[src/hdl/radial_brush_splat_engine_defines.svh]
// ----------------------------------------------------------------------------
// radial_brush_splat_engine_defines
// assertion macros used by the splat engine datapath (rbse_dpath)
// ----------------------------------------------------------------------------
`ifndef RADIAL_BRUSH_SPLAT_ENGINE_DEFINES_SVH
`define RADIAL_BRUSH_SPLAT_ENGINE_DEFINES_SVH
`ifndef SYNTHESIS
// same-cycle implication
`define RBSE_ASSERT(name, clk, rst, ante, cons) \
  name: assert property (@(posedge clk) disable iff (rst) (ante) |-> (cons)) \
    else $error("%m: check failed");
// next-cycle implication
`define RBSE_ASSERT_NEXT(name, clk, rst, ante, cons) \
  name: assert property (@(posedge clk) disable iff (rst) (ante) |=> (cons)) \
    else $error("%m: check failed");
`else
`define RBSE_ASSERT(name, clk, rst, ante, cons)
`define RBSE_ASSERT_NEXT(name, clk, rst, ante, cons)
`endif
`endif

[src/hdl/rbse_pkg.sv]
// ----------------------------------------------------------------------------
// rbse_pkg
// shared widths, register map, datapath commands and status
// ----------------------------------------------------------------------------
package rbse_pkg;

  localparam int POS_W       = 8;
  localparam int CHAN_W      = 2;
  localparam int COLOR_W     = 16;
  localparam int BRUSH_REG_W = 7;
  localparam int WEIGHT_W    = 17;
  localparam int CFG_INDEX_W = 2;
  localparam int CFG_DATA_W  = 17;

  localparam logic [BRUSH_REG_W-1:0] BRUSH_RESET  = 7'd40;
  localparam logic [WEIGHT_W-1:0]    WEIGHT_RESET = 17'd16384;

  typedef enum logic [CFG_INDEX_W-1:0] {
    REG_BRUSH_WIDTH  = 2'd0,
    REG_BRUSH_HEIGHT = 2'd1,
    REG_WEIGHT_X     = 2'd2,
    REG_WEIGHT_Y     = 2'd3
  } cfg_reg_t;

  typedef struct packed {
    logic [BRUSH_REG_W-1:0] brush_width;
    logic [BRUSH_REG_W-1:0] brush_height;
    logic [WEIGHT_W-1:0]    weight_x;
    logic [WEIGHT_W-1:0]    weight_y;
  } cfg_t;

  typedef enum logic [3:0] {
    OP_NOP,
    OP_CLEAR,
    OP_LOAD,
    OP_REDUCE,
    OP_FETCH,
    OP_RESULT,
    OP_SQUARE,
    OP_WEIGHT,
    OP_SUM,
    OP_DIV,
    OP_MUL,
    OP_WRITE
  } op_t;

  typedef struct packed {
    logic clear_done;
    logic reduced;
    logic is_read;
    logic chan_ok;
    logic empty;
    logic div_done;
    logic last_h;
    logic last_v;
  } stat_t;

endpackage

[src/hdl/rbse_ctrl.sv]
// ----------------------------------------------------------------------------
// rbse_ctrl
// sequencer: store clearing, request intake, per-pixel stamp steps
// ----------------------------------------------------------------------------
module rbse_ctrl (
  input  logic            clk,
  input  logic            rst,
  input  logic            req_valid,
  output logic            req_ready,
  output logic            rsp_valid,
  input  logic            rsp_ready,
  input  rbse_pkg::stat_t stat,
  output rbse_pkg::op_t   op
);
  import rbse_pkg::*;

  typedef enum logic [3:0] {
    ST_CLEAR,
    ST_IDLE,
    ST_REDUCE,
    ST_FETCH,
    ST_RESULT,
    ST_SQUARE,
    ST_WEIGHT,
    ST_SUM,
    ST_DIV,
    ST_MUL,
    ST_WRITE
  } state_t;

  state_t state, state_next;

  assign req_ready = (state == ST_IDLE);

  always_comb begin
    op         = OP_NOP;
    state_next = state;
    unique case (state)
      ST_CLEAR: begin
        op = OP_CLEAR;
        if (stat.clear_done) state_next = ST_IDLE;
      end
      ST_IDLE: begin
        if (req_valid) begin
          op         = OP_LOAD;
          state_next = ST_REDUCE;
        end
      end
      ST_REDUCE: begin
        op = OP_REDUCE;
        if (stat.reduced) begin
          if (stat.is_read) state_next = ST_FETCH;
          else if (stat.empty || !stat.chan_ok) state_next = ST_IDLE;
          else state_next = ST_SQUARE;
        end
      end
      ST_FETCH: begin
        op         = OP_FETCH;
        state_next = ST_RESULT;
      end
      ST_RESULT: begin
        // wait for the output register to free up
        if (!rsp_valid || rsp_ready) begin
          op         = OP_RESULT;
          state_next = ST_IDLE;
        end
      end
      ST_SQUARE: begin
        op         = OP_SQUARE;
        state_next = ST_WEIGHT;
      end
      ST_WEIGHT: begin
        op         = OP_WEIGHT;
        state_next = ST_SUM;
      end
      ST_SUM: begin
        op         = OP_SUM;
        state_next = ST_DIV;
      end
      ST_DIV: begin
        op = OP_DIV;
        if (stat.div_done) state_next = ST_MUL;
      end
      ST_MUL: begin
        op         = OP_MUL;
        state_next = ST_WRITE;
      end
      ST_WRITE: begin
        op = OP_WRITE;
        if (stat.last_h && stat.last_v) state_next = ST_IDLE;
        else state_next = ST_SQUARE;
      end
      default: state_next = ST_IDLE;
    endcase
  end

  always_ff @(posedge clk) begin
    if (rst) begin
      state     <= ST_CLEAR;
      rsp_valid <= 1'b0;
    end else begin
      state <= state_next;
      if (op == OP_RESULT) rsp_valid <= 1'b1;
      else if (rsp_ready) rsp_valid <= 1'b0;
    end
  end

endmodule

[config.mk]
export PLATFORM = sky130hd
export DESIGN_NAME = rbse_ctrl
export DESIGN_NICKNAME = d
export VERILOG_FILES = /design/src/hdl/radial_brush_splat_engine_defines.svh /design/src/hdl/rbse_pkg.sv /design/src/hdl/rbse_ctrl.sv
export SDC_FILE = /design/constraint.sdc
export NUM_CORES = 1
export LEC_CHECK = 0
export BUFFER_PORTS_ARGS = -buffer_cell sky130_fd_sc_hd__buf_2
export CELL_PAD_IN_SITES_DETAIL_PLACEMENT = 0
export CELL_PAD_IN_SITES_GLOBAL_PLACEMENT = 1
export CORE_UTILIZATION = 32
export CTS_CLUSTER_DIAMETER = 120
export CTS_CLUSTER_SIZE = 24
export DETAILED_ROUTE_END_ITERATION = 10
export GPL_TIMING_DRIVEN = 0
export HOLD_SLACK_MARGIN = 0.12
export PLACE_DENSITY = 0.77
export REMOVE_ABC_BUFFERS = 1
export SYNTH_ARGS = -nofsm -noshare
export SYNTH_HDL_FRONTEND = slang
export SYNTH_SLANG_ARGS = --single-unit
[constraint.sdc]
create_clock -name clk -period 1.9 [get_ports clk]
set_clock_uncertainty 0.15 [all_clocks]
set_input_delay 0.095 -clock clk [delete_from_list [all_inputs] [get_ports clk]]
set_output_delay 0.095 -clock clk [all_outputs]
set_load 0.005 [all_outputs]
==> results_dict.tcl <==
set metrics [dict create \
    synth.cell_area_um2 459 \
    drc 0 \
    fp.dieArea_mm2 0.00159 \
    drtIter0Drc 9 \
    synth_edf_count 0 \
    post_cts_buffers 0 \
    worstPathRequired_ps 1650 \
    relSlewSlack 0.668 \
    cap_violations 0 \
    stdcell_area_um2 587 \
    crit_path_end_kind "output pin" \
    finalSetupViolations 0 \
    cp_num_buf_inv 1 \
    syn_to_final_growth_pct 27.8 \
    grt_max_degree 15 \
    io_pins 18 \
    overflow 0 \
    combPwrFrac 0.213 \
    synth-seq-cells 5 \
    wl_per_cell_um 12.8 \
    ys_seq_area_frac 0.218 \
    hold_path.class "primary input to flip-flop" \
    insertion_delay_ps 240 \
    yosys_warnings 0 \
    path_delay_family "flip-flops" \
    numCtsBuffers 3 \
    coreArea_mm2 0.00132 \
    synth_cells 57 \
    diodes 0 \
    dpl-instance-area_um2 531 \
    avgSynthCellArea_um2 8.06 \
    dp_hpwl_um 798 \
    worst_setup_path_start_kind "flip-flop" \
    worstMarginPinSlew_ps 498 \
    dp_cells 85 \
    seqPwrFrac 0.382 \
    p_int_mw 0.228 \
    cts_tree "built" \
    status "finished, final reports clean" \
    yosysUniqueCellTypes 30 \
    switchingPower_mw 0.0891 \
    pre_cts_slack_ps 270 \
    setup_tns_ps 0 \
    placementRows 13 \
    hold_viol_final 0 \
    path_max_fanout 14 \
    wl_um 1180 \
    finalNetCount 90 \
    critical_path.slowest_cell "dfxtp_1" \
    slew_viol_final 0 \
    grt_pass1_wl_um 1770 \
    antenna_left 0 \
    clockRootBuffer "clkbuf_4" \
    cts.repair.resized 0 \
    power.share.clock 0.406 \
    synthArstFlopShare 0 \
    antenna_found_initial 0 \
    rsz0062_at_grt "no" \
    path_cells "o21a_1 -> nor2_1 -> a2111oi_2 -> buf_2" \
    routabilityCongestion 0.748 \
    clock_path_buffers 2 \
    clkSinkCount 5 \
    grt_pass1_vias 401 \
    hold_buffers 3 \
    die_width_um 39.9 \
    p_sw_frac 0.281 \
    track_usage 0.170 \
    first_pass_iters 4 \
    via_per_inst 5.58 \
    timing.final.crit_share 0.934 \
    fin_ws_ps 125 \
    yosysMostFrequentCell "a21oi_1" \
    synthTopCellsByCount "a21oi_1 (6), dfxtp_1 (5), nor2_1 (5), nand2_1 (4), o21ai_0 (4)" \
    cts.clk_slew.worst_paths_ps 50 \
    synth_area_leaders "dfxtp_1 (22%), a21oi_1 (6.5%), buf_6 (4.9%)" \
    fillers 135 \
    yosysTopAreaCellShare 0.218 \
    period_minus_slack_ps 1770 \
    max_stage_delay_ps 600 \
    portBuffers 17 \
    drive_gt1_frac 0.377 \
    synth_flop_cell "dfxtp_1" \
    p_per_area_mw_per_mm2 541 \
    path_class "flip-flop to output pin" \
    layoutNonFillerInstCount 92 \
    dieHeight_um 39.9 \
    htree_num_levels 1 \
    yosysTopAreaCell "dfxtp_1" \
    initial_utilization 0.349 \
    p_leak_nw 0.246 \
    p_total_mw 0.317 \
    critical_path_arrival_ps 1530 \
    ir_drop_mv 0.250 \
    num_vias 513 \
    timing.fmax_mhz 564 \
]
==> sequential cells by signal, indices dropped and copies added (netlist names) <==
register / count
state: 4
rsp_valid: 1
==> per-stage QoR <==
stage	utilization	hold slack, ps
floorplan	-	12.9
global placement	0.403	186
detailed placement	0.403	179
CTS	0.445	172
global route	0.445	188
finish	0.445	175
==> area by class of cell <==
cell class	instances	area [µm²]	area share
clock buffer	4	26.3	0.0448
sequential	5	100	0.171
timing repair buffer	20	115	0.196
tap	15	18.8	0.0320
inverter	2	7.51	0.0128
multi-input combinational	46	319	0.544
==> tightest hold or removal path, stage by stage <==
cell,delay [ps]
buf_2,90
mux2i_1,120
and3_1,170
nor4_1,40
==> final timing paths <==
kind / startpoint / endpoint / slack (ps) / cells after the start
worst min-delay path: stat[7] / state[0] / 170 / 4
worst min register to register: rsp_valid / rsp_valid / 420 / 2
worst max-delay path: state[0] / op[2] / 130 / 4
worst max register to register: state[0] / state[2] / 210 / 3
==> placed cells by master, fill, tap and decap left out, drive strengths merged, types with 2 or more instances in the layout <==
cell,n
nand2,4
nor2,5
dlygate4sd3,3
inv,2
and3,2
clkbuf,4
o21ai,4
buf,17
nand2b,3
dfxtp,5
and2b,2
nor4,2
or3,2
o21a,2
a21oi,6
==> layer usage <==
metal | global-route usage | share of wire | vias up
met3 | 0.0682 | 0.058 | 2
met2 | 0.266 | 0.46 | 22
met5 | 0 | 0 | -
li1 | - | - | 250
met1 | 0.208 | 0.48 | 239
met4 | 0.0517 | 0.0017 | 0
==> cell families after synthesis <==
family / after synthesis / synth area share
and+or+nand+nor: 25 / 0.352
AOI/OAI and AO/OA: 20 / 0.322
buffers and inverters: 6 / 0.0872
DFF: 5 / 0.218
muxes: 1 / 0.0218
==> power groups by stage <==
stage               clock network [mW]  registers [mW]  logic, mW
finish                           0.129           0.121     0.0674
floorplan                            0           0.119     0.0378
detailed placement                   0           0.123     0.0620
global route                     0.144           0.122     0.0744
global placement                     0           0.123     0.0614
CTS                              0.129           0.121     0.0676
Note: power is estimated with default switching activity, not from simulation.
