===== src/hdl/radial_brush_splat_engine_defines.svh =====
// ----------------------------------------------------------------------------
// radial_brush_splat_engine_defines
// assertion macros used by the splat engine datapath (rbse_dpath)
// ----------------------------------------------------------------------------
`ifndef RADIAL_BRUSH_SPLAT_ENGINE_DEFINES_SVH
`define RADIAL_BRUSH_SPLAT_ENGINE_DEFINES_SVH
`ifndef SYNTHESIS
// same-cycle implication
`define RBSE_ASSERT(name, clk, rst, ante, cons) \
  name: assert property (@(posedge clk) disable iff (rst) (ante) |-> (cons)) \
    else $error("%m: check failed");
// next-cycle implication
`define RBSE_ASSERT_NEXT(name, clk, rst, ante, cons) \
  name: assert property (@(posedge clk) disable iff (rst) (ante) |=> (cons)) \
    else $error("%m: check failed");
`else
`define RBSE_ASSERT(name, clk, rst, ante, cons)
`define RBSE_ASSERT_NEXT(name, clk, rst, ante, cons)
`endif
`endif


===== src/hdl/rbse_pkg.sv =====
// ----------------------------------------------------------------------------
// rbse_pkg
// shared widths, register map, datapath commands and status
// ----------------------------------------------------------------------------
package rbse_pkg;

  localparam int POS_W       = 8;
  localparam int CHAN_W      = 2;
  localparam int COLOR_W     = 16;
  localparam int BRUSH_REG_W = 7;
  localparam int WEIGHT_W    = 17;
  localparam int CFG_INDEX_W = 2;
  localparam int CFG_DATA_W  = 17;

  localparam logic [BRUSH_REG_W-1:0] BRUSH_RESET  = 7'd40;
  localparam logic [WEIGHT_W-1:0]    WEIGHT_RESET = 17'd16384;

  typedef enum logic [CFG_INDEX_W-1:0] {
    REG_BRUSH_WIDTH  = 2'd0,
    REG_BRUSH_HEIGHT = 2'd1,
    REG_WEIGHT_X     = 2'd2,
    REG_WEIGHT_Y     = 2'd3
  } cfg_reg_t;

  typedef struct packed {
    logic [BRUSH_REG_W-1:0] brush_width;
    logic [BRUSH_REG_W-1:0] brush_height;
    logic [WEIGHT_W-1:0]    weight_x;
    logic [WEIGHT_W-1:0]    weight_y;
  } cfg_t;

  typedef enum logic [3:0] {
    OP_NOP,
    OP_CLEAR,
    OP_LOAD,
    OP_REDUCE,
    OP_FETCH,
    OP_RESULT,
    OP_SQUARE,
    OP_WEIGHT,
    OP_SUM,
    OP_DIV,
    OP_MUL,
    OP_WRITE
  } op_t;

  typedef struct packed {
    logic clear_done;
    logic reduced;
    logic is_read;
    logic chan_ok;
    logic empty;
    logic div_done;
    logic last_h;
    logic last_v;
  } stat_t;

endpackage


===== src/hdl/rbse_cfg.sv =====
// ----------------------------------------------------------------------------
// rbse_cfg
// brush size and falloff weight registers
// ----------------------------------------------------------------------------
module rbse_cfg (
  input  logic                              clk,
  input  logic                              rst,
  input  logic                              cfg_write,
  input  logic [rbse_pkg::CFG_INDEX_W-1:0]  cfg_index,
  input  logic [rbse_pkg::CFG_DATA_W-1:0]   cfg_data,
  output rbse_pkg::cfg_t                    cfg
);
  import rbse_pkg::*;

  always_ff @(posedge clk) begin
    if (rst) begin
      cfg.brush_width  <= BRUSH_RESET;
      cfg.brush_height <= BRUSH_RESET;
      cfg.weight_x     <= WEIGHT_RESET;
      cfg.weight_y     <= WEIGHT_RESET;
    end else if (cfg_write) begin
      unique case (cfg_reg_t'(cfg_index))
        REG_BRUSH_WIDTH:  cfg.brush_width  <= cfg_data[BRUSH_REG_W-1:0];
        REG_BRUSH_HEIGHT: cfg.brush_height <= cfg_data[BRUSH_REG_W-1:0];
        REG_WEIGHT_X:     cfg.weight_x     <= cfg_data[WEIGHT_W-1:0];
        REG_WEIGHT_Y:     cfg.weight_y     <= cfg_data[WEIGHT_W-1:0];
        default: ;
      endcase
    end
  end

endmodule


===== config.mk =====
export PLATFORM = sky130hd
export DESIGN_NAME = rbse_cfg
export DESIGN_NICKNAME = d
export VERILOG_FILES = /design/src/hdl/radial_brush_splat_engine_defines.svh /design/src/hdl/rbse_pkg.sv /design/src/hdl/rbse_cfg.sv
export SDC_FILE = /design/constraint.sdc
export NUM_CORES = 1
export LEC_CHECK = 0
export BUFFER_PORTS_ARGS = -buffer_cell sky130_fd_sc_hd__buf_4
export CORE_MARGIN = 1
export CORE_UTILIZATION = 35
export CTS_CLUSTER_DIAMETER = 150
export DETAILED_ROUTE_END_ITERATION = 16
export PLACE_DENSITY = 0.66
export RECOVER_POWER = 25
export SETUP_SLACK_MARGIN = 0.05
export SLEW_MARGIN = 40
export SYNTH_ARGS = -nofsm -noshare
export SYNTH_HDL_FRONTEND = slang
export SYNTH_SLANG_ARGS = --single-unit

===== constraint.sdc =====
create_clock -name clk -period 0.9 [get_ports clk]
set_input_delay 0.045 -clock clk [delete_from_list [all_inputs] [get_ports clk]]
set_output_delay 0.045 -clock clk [all_outputs]
set_load 0.02 [all_outputs]

==> results of run 1 <==
## timing repair
| item | in CTS | in global routing |
|---|---|---|
| setup endpoints to repair | 14 | 45 |
| buffers inserted | 0 | 4 |
| resized for setup | 14 | 66 |
## layout make-up
type,count,area (sq um)
clock buffer,5,68.8
clock inverter,3,46.3
fill,527,2440
multi-input combinational,121,926
sequential,48,1010
tap,70,87.6
timing repair buffer,77,689
## cell families after synthesis
kind of cell / share of synthesized area
and+or+nand+nor: 0.227
muxes: 0.244
DFF: 0.489
buffers and inverters: 0.0401
## power groups by stage
| stage | Sequential [mW] | Combinational [mW] | Clock, mW |
|---|---|---|---|
| finish | 2.26 | 0.585 | 1.58 |
| global route | 2.27 | 0.628 | 1.72 |
| CTS | 2.24 | 0.558 | 1.62 |
| detailed placement | 2.29 | 0.556 | 0 |
| global placement | 2.29 | 0.554 | 0 |
| floorplan | 2.38 | 0.233 | 0 |
## path summary, 6_finish.rpt
path	slack, ps	startpoint	endpoint
setup / recovery	60	cfg[10]	cfg[10]
hold / removal	10	cfg_data[14]	cfg[14]
setup reg to reg	210	cfg[27]	cfg[27]
hold reg to reg	470	cfg[16]	cfg[16]
## per-layer routing
metal / vias to the layer above / global-route usage / routed length (um)
met2: 33 / 0.234 / 1960
met4: 0 / 0.0635 / 76
met1: 648 / 0.187 / 1960
met3: 5 / 0.0381 / 172
li1: 737 / - / -
met5: - / 0 / 0
## synth_stat cells
cell,n
and3b_2,2
or3b_1,1
buf_2,3
nand3_1,1
dfxtp_1,48
buf_4,1
clkbuf_1,6
nand3b_1,2
buf_6,3
nand2b_1,58
nor2_1,9
mux2i_1,48
## placed cells by master, fill, tap and decap left out
| master | n |
|---|---|
| mux2i_1 | 48 |
| nand2b_1 | 58 |
| nand3b_1 | 2 |
| buf_4 | 37 |
| nand3_1 | 1 |
| clkbuf_8 | 5 |
| buf_6 | 34 |
| dfxtp_2 | 40 |
| nor2_1 | 9 |
| bufinv_16 | 1 |
| clkinvlp_4 | 1 |
| clkbuf_4 | 1 |
| or3b_1 | 1 |
| inv_6 | 1 |
| clkbuf_2 | 2 |
| and3b_2 | 2 |
| dfxtp_1 | 8 |
| clkbuf_1 | 3 |
## stage by stage
stage / setup WS [ps] / cell area, sq um / power, mW
2_1_floorplan: 110 / 1970 / 2.61
3_3_place_gp: -113 / 2520 / 2.84
3_5_place_dp: -137 / 2520 / 2.84
4_1_cts: 50.0 / 2660 / 4.42
5_1_grt: 23.2 / 2830 / 4.62
6_report: 61.6 / 2830 / 4.42
==> results.md, run 1 <==
- Status: complete, no violations
- Root Buffer: clkbuf_8
- Vias per Instance: approximately 4.4
- Placed Cells: between 300 and 400
- Final WL: between 4000 and 5000 um
- Smallest hold slack: 10.6 ps
- Max reg flops: 48
- Synth area leader: dfxtp_1
- Die height: between 70 and 80 um
- Internal: ~3.4 mW
- Worst-Skew Late Latency: 290 ps
- CTS H-tree depth: 2
- Setup-failing EPs final: 0
- Worst hold stages: 3
- TNS Setup: 0 ps
- Hold Fails Final Rpt: 0
- PortBufs: about 70
- Layout cells sized above 1: 0.488
- Vias in the first global route: 1369
- Clk pwr share: 0.357
- Die W: around 77 um
- Seq/Total Area, Yosys: 0.489
- Initial antenna violation count: 0
- # diodes: 0
- Seq cells post-synth: 48
- Delay-heaviest family, CP: flip-flops
- Critical Path RT: 850 ps
- TritonCTS Buffers: 5
- CP endpoint kind: primary output
- Vias: ~1400
- CTS tree: yes
- Crit path largest cell delay: 370 ps
- Final Max Tran Viols: 0
- Relative slew margins: 0.644
- TritonRoute pass-1 iters: 4
- Largest registers: cfg: 48 flops
- # nets final: ~280
- Pwr dens: between 1500 and 2000 nW/um^2
- Cell row count: 26
- Worst Tran Pin Value: about 530 ps
- Initial DRC count: 67
- Synth area leaders: dfxtp_1 49%, mux2i_1 24%, nand2b_1 18%
- Global router's overall resource usage: 0.147
- Final non-filler cell total: roughly 320
- WP buf/inv: 1
- Io pins: 70
- Period Utilization, post-route: 0.932
- P_sw: 1.07 mW
- Die Area: around 6000 sq um
- Mapped Avg Cell Area: 10.8 sq um
- CTS Hold Bufs: 0
- Area of the core: 5270 sq um
- First-pass GRT wire length: 6810 um
- Clk_skew: 0 ps
- Utilization after layout: 0.537
- Total leakage power: around 1.3 nW
- Syn_nets: approximately 200
- Layout area overhead: 43.9%
- Power share of the combinational group: 0.132
- Clk sink count: 48
- Distinct cells, synth: 12
- CP max stage cell: dfxtp_1
- Critical Path Fanout Max: 2
- Synth warnings: 0
- WS Path Type: reg2out
- Arr. time, crit path: about 800 ps
- Critical path depth: 1
- Net Sw Frac: 0.242
- Min-Delay Path Class: in2reg
- Startpoint Class: flop
- Minimum clock period: between 800 and 900 ps
- Total grt overflow: 0
- Wire per inst: between 10 and 15 um
- Starting Density: 0.373
- Clock Tree Buf Depth: 2
- RSZ-0062 raised after global routing: yes
- Placer Congestion: ~0.74
- VDD IR max: 0.735 mV
- Largest net degree at the start of global routing: roughly 70
- Post-DP HPWL: between 2000 and 3000 um
- Gate Count Post-Synth: ~180
- Seq pwr share: 0.511
- Post-Syn Area: approximately 2000 sq um
- Cells along the critical path: buf_6
- Max Fclk: between 1000 and 1500 MHz
- Max-Cap Viols: 0
- Top reg by flops: cfg
- Post-route ant nets: 0
- Cells on worst reg2reg path: 3
- Residual DRC count: 0
- Clock slew at reported path FFs: approximately 90 ps
- Share of the synthesized area in the top cell type: 0.489
Note: power is estimated with default switching activity, not from simulation.
==> inputs of run 2 (changes only) <==
--- a/config.mk
+++ b/config.mk
@@ -7,10 +7,10 @@
 export LEC_CHECK = 0
 export BUFFER_PORTS_ARGS = -buffer_cell sky130_fd_sc_hd__buf_4
 export CORE_MARGIN = 1
-export CORE_UTILIZATION = 35
+export CORE_UTILIZATION = 40
 export CTS_CLUSTER_DIAMETER = 150
 export DETAILED_ROUTE_END_ITERATION = 16
-export PLACE_DENSITY = 0.66
+export PLACE_DENSITY = 0.72
 export RECOVER_POWER = 25
 export SETUP_SLACK_MARGIN = 0.05
 export SLEW_MARGIN = 40
==> results.md, run 2 (synthesis gave the netlist of run 1 again) <==
- Clk sink count: between 40 and 50
- Vias: 1422
- CP endpoint kind: primary output
- Period Utilization, post-route: 0.926
- Minimum clock period: approximately 830 ps
- Setup-failing EPs final: 0
- TritonRoute pass-1 iters: 4
- Vias in the first global route: 1325
- Largest registers: cfg: 48 flops
- Clock Tree Buf Depth: 2
- RSZ-0062 raised after global routing: yes
- Layout area overhead: 38.0%
- Startpoint Class: flop
- Most common cell after layout, fill and taps aside: buf_4
- CP max stage cell: dfxtp_1
- TNS Setup: 0 ps
- CTS Hold Bufs: 0
- Flop-to-flop setup slack: 170 ps
- Critical Path Fanout Max: 2
- WS Path Type: reg2out
- Register Area: slightly below 1000 sq um
- Initial DRC count: 90
- Die Area: slightly above 5000 sq um
- Final Max Tran Viols: 0
- Pwr dens: approximately 1500 nW/um^2
- Io pins: 70
- Largest net degree at the start of global routing: 38
- Arr. time, crit path: roughly 790 ps
- Min-Delay Path Class: in2reg
- Area of the multi-input gates: between 900 and 1000 sq um
- Cells along the critical path: buf_4
- Clk_skew: 0 ps
- Wire per inst: roughly 13 um
- Final non-filler cell total: approximately 320
- Worst Tran Pin Value: 441 ps
- Hold Fails Final Rpt: 0
- WP buf/inv: 1
- Post-route ant nets: 0
- # nets final: approximately 280
- TritonCTS Buffers: 5
- Smallest hold slack: between 20 and 25 ps
- Max reg flops: 48
- Initial antenna violation count: 0
- First-pass GRT wire length: 6470 um
- Critical Path RT: 850 ps
- Worst-Skew Late Latency: ~300 ps
- Total leakage power: between 1 and 1.5 nW
- Status: complete, no violations
- Residual DRC count: 0
- Cell row count: 25
- Layout fillers: ~440
- Max-Cap Viols: 0
- CTS tree: yes
- Final WL: approximately 4100 um
- Post-DP HPWL: just under 3000 um
- Clock slew at reported path FFs: around 80 ps
- Vias per Instance: around 4.4
- Top reg by flops: cfg
- Max Fclk: roughly 1200 MHz
- Die W: roughly 72 um
- Die height: just over 70 um
- Crit path largest cell delay: between 300 and 400 ps
- Relative slew margins: 0.706
- VDD IR max: 0.668 mV
- Area of the core: around 4700 sq um
- Root Buffer: clkbuf_8
- Global router's overall resource usage: 0.163
- PortBufs: a little under 70
- Total grt overflow: 0
- # diodes: 0
- CTS H-tree depth: 2
- Placer Congestion: approximately 0.78
- Delay-heaviest family, CP: flip-flops
- Placed Cells: just over 300
- Most frequent cells in the layout: 74 x buf_4, 58 x nand2b_1, 48 x mux2i_1, 25 x dfxtp_2, 23 x dfxtp_1
- Starting Density: 0.416
- Layout cells sized above 1: 0.443
## run 2: worst paths after layout
kind                                    from  endpoint  cells past startpoint
worst max register to register       cfg[23]   cfg[23]                      3
worst max-delay path                 cfg[14]   cfg[14]                      1
worst min register to register       cfg[25]   cfg[25]                      2
worst min-delay path            cfg_data[14]   cfg[14]                      3
## run 2: repair_timing
action | in CTS | in global routing
endpoints found under the setup margin | 8 | 40
cloned | 0 | 0
setup buffers | 0 | 4
resized for setup | 8 | 37
## run 2: through the flow
stage / utilization / worst slack [ps] / total power, mW / instance area, sq um
CTS: 0.562 / 50.7 / 4.17 / 2650
global placement: 0.540 / -104 / 2.85 / 2550
detailed placement: 0.540 / -157 / 2.86 / 2550
finish: 0.574 / 66.6 / 4.14 / 2710
floorplan: - / 110 / 2.61 / 1970
global route: 0.574 / 25.3 / 4.31 / 2710
## run 2: routing by layer
layer / vias to the layer above / global-route usage / share of wire
met5: - / 0 / 0
met2: 30 / 0.253 / 0.47
met3: 6 / 0.0431 / 0.035
met1: 644 / 0.222 / 0.48
met4: 0 / 0.0523 / 0.014
li1: 742 / - / -
## run 2: power breakdown
| group | internal, mW | leakage (nW) | switching [mW] |
|---|---|---|---|
| Combinational | 0.298 | 0.856 | 0.282 |
| Clock | 0.614 | 0.0510 | 0.701 |
| Sequential | 2.20 | 0.397 | 0.0400 |
| Total | 3.12 | 1.30 | 1.02 |
## run 2: layout make-up
type	count	area share
multi-input cells	121	0.341
clock buffers	6	0.0304
clock inverters	2	0.00369
repair buffers	78	0.228
flip-flops and latches	48	0.366
well taps	67	0.0309
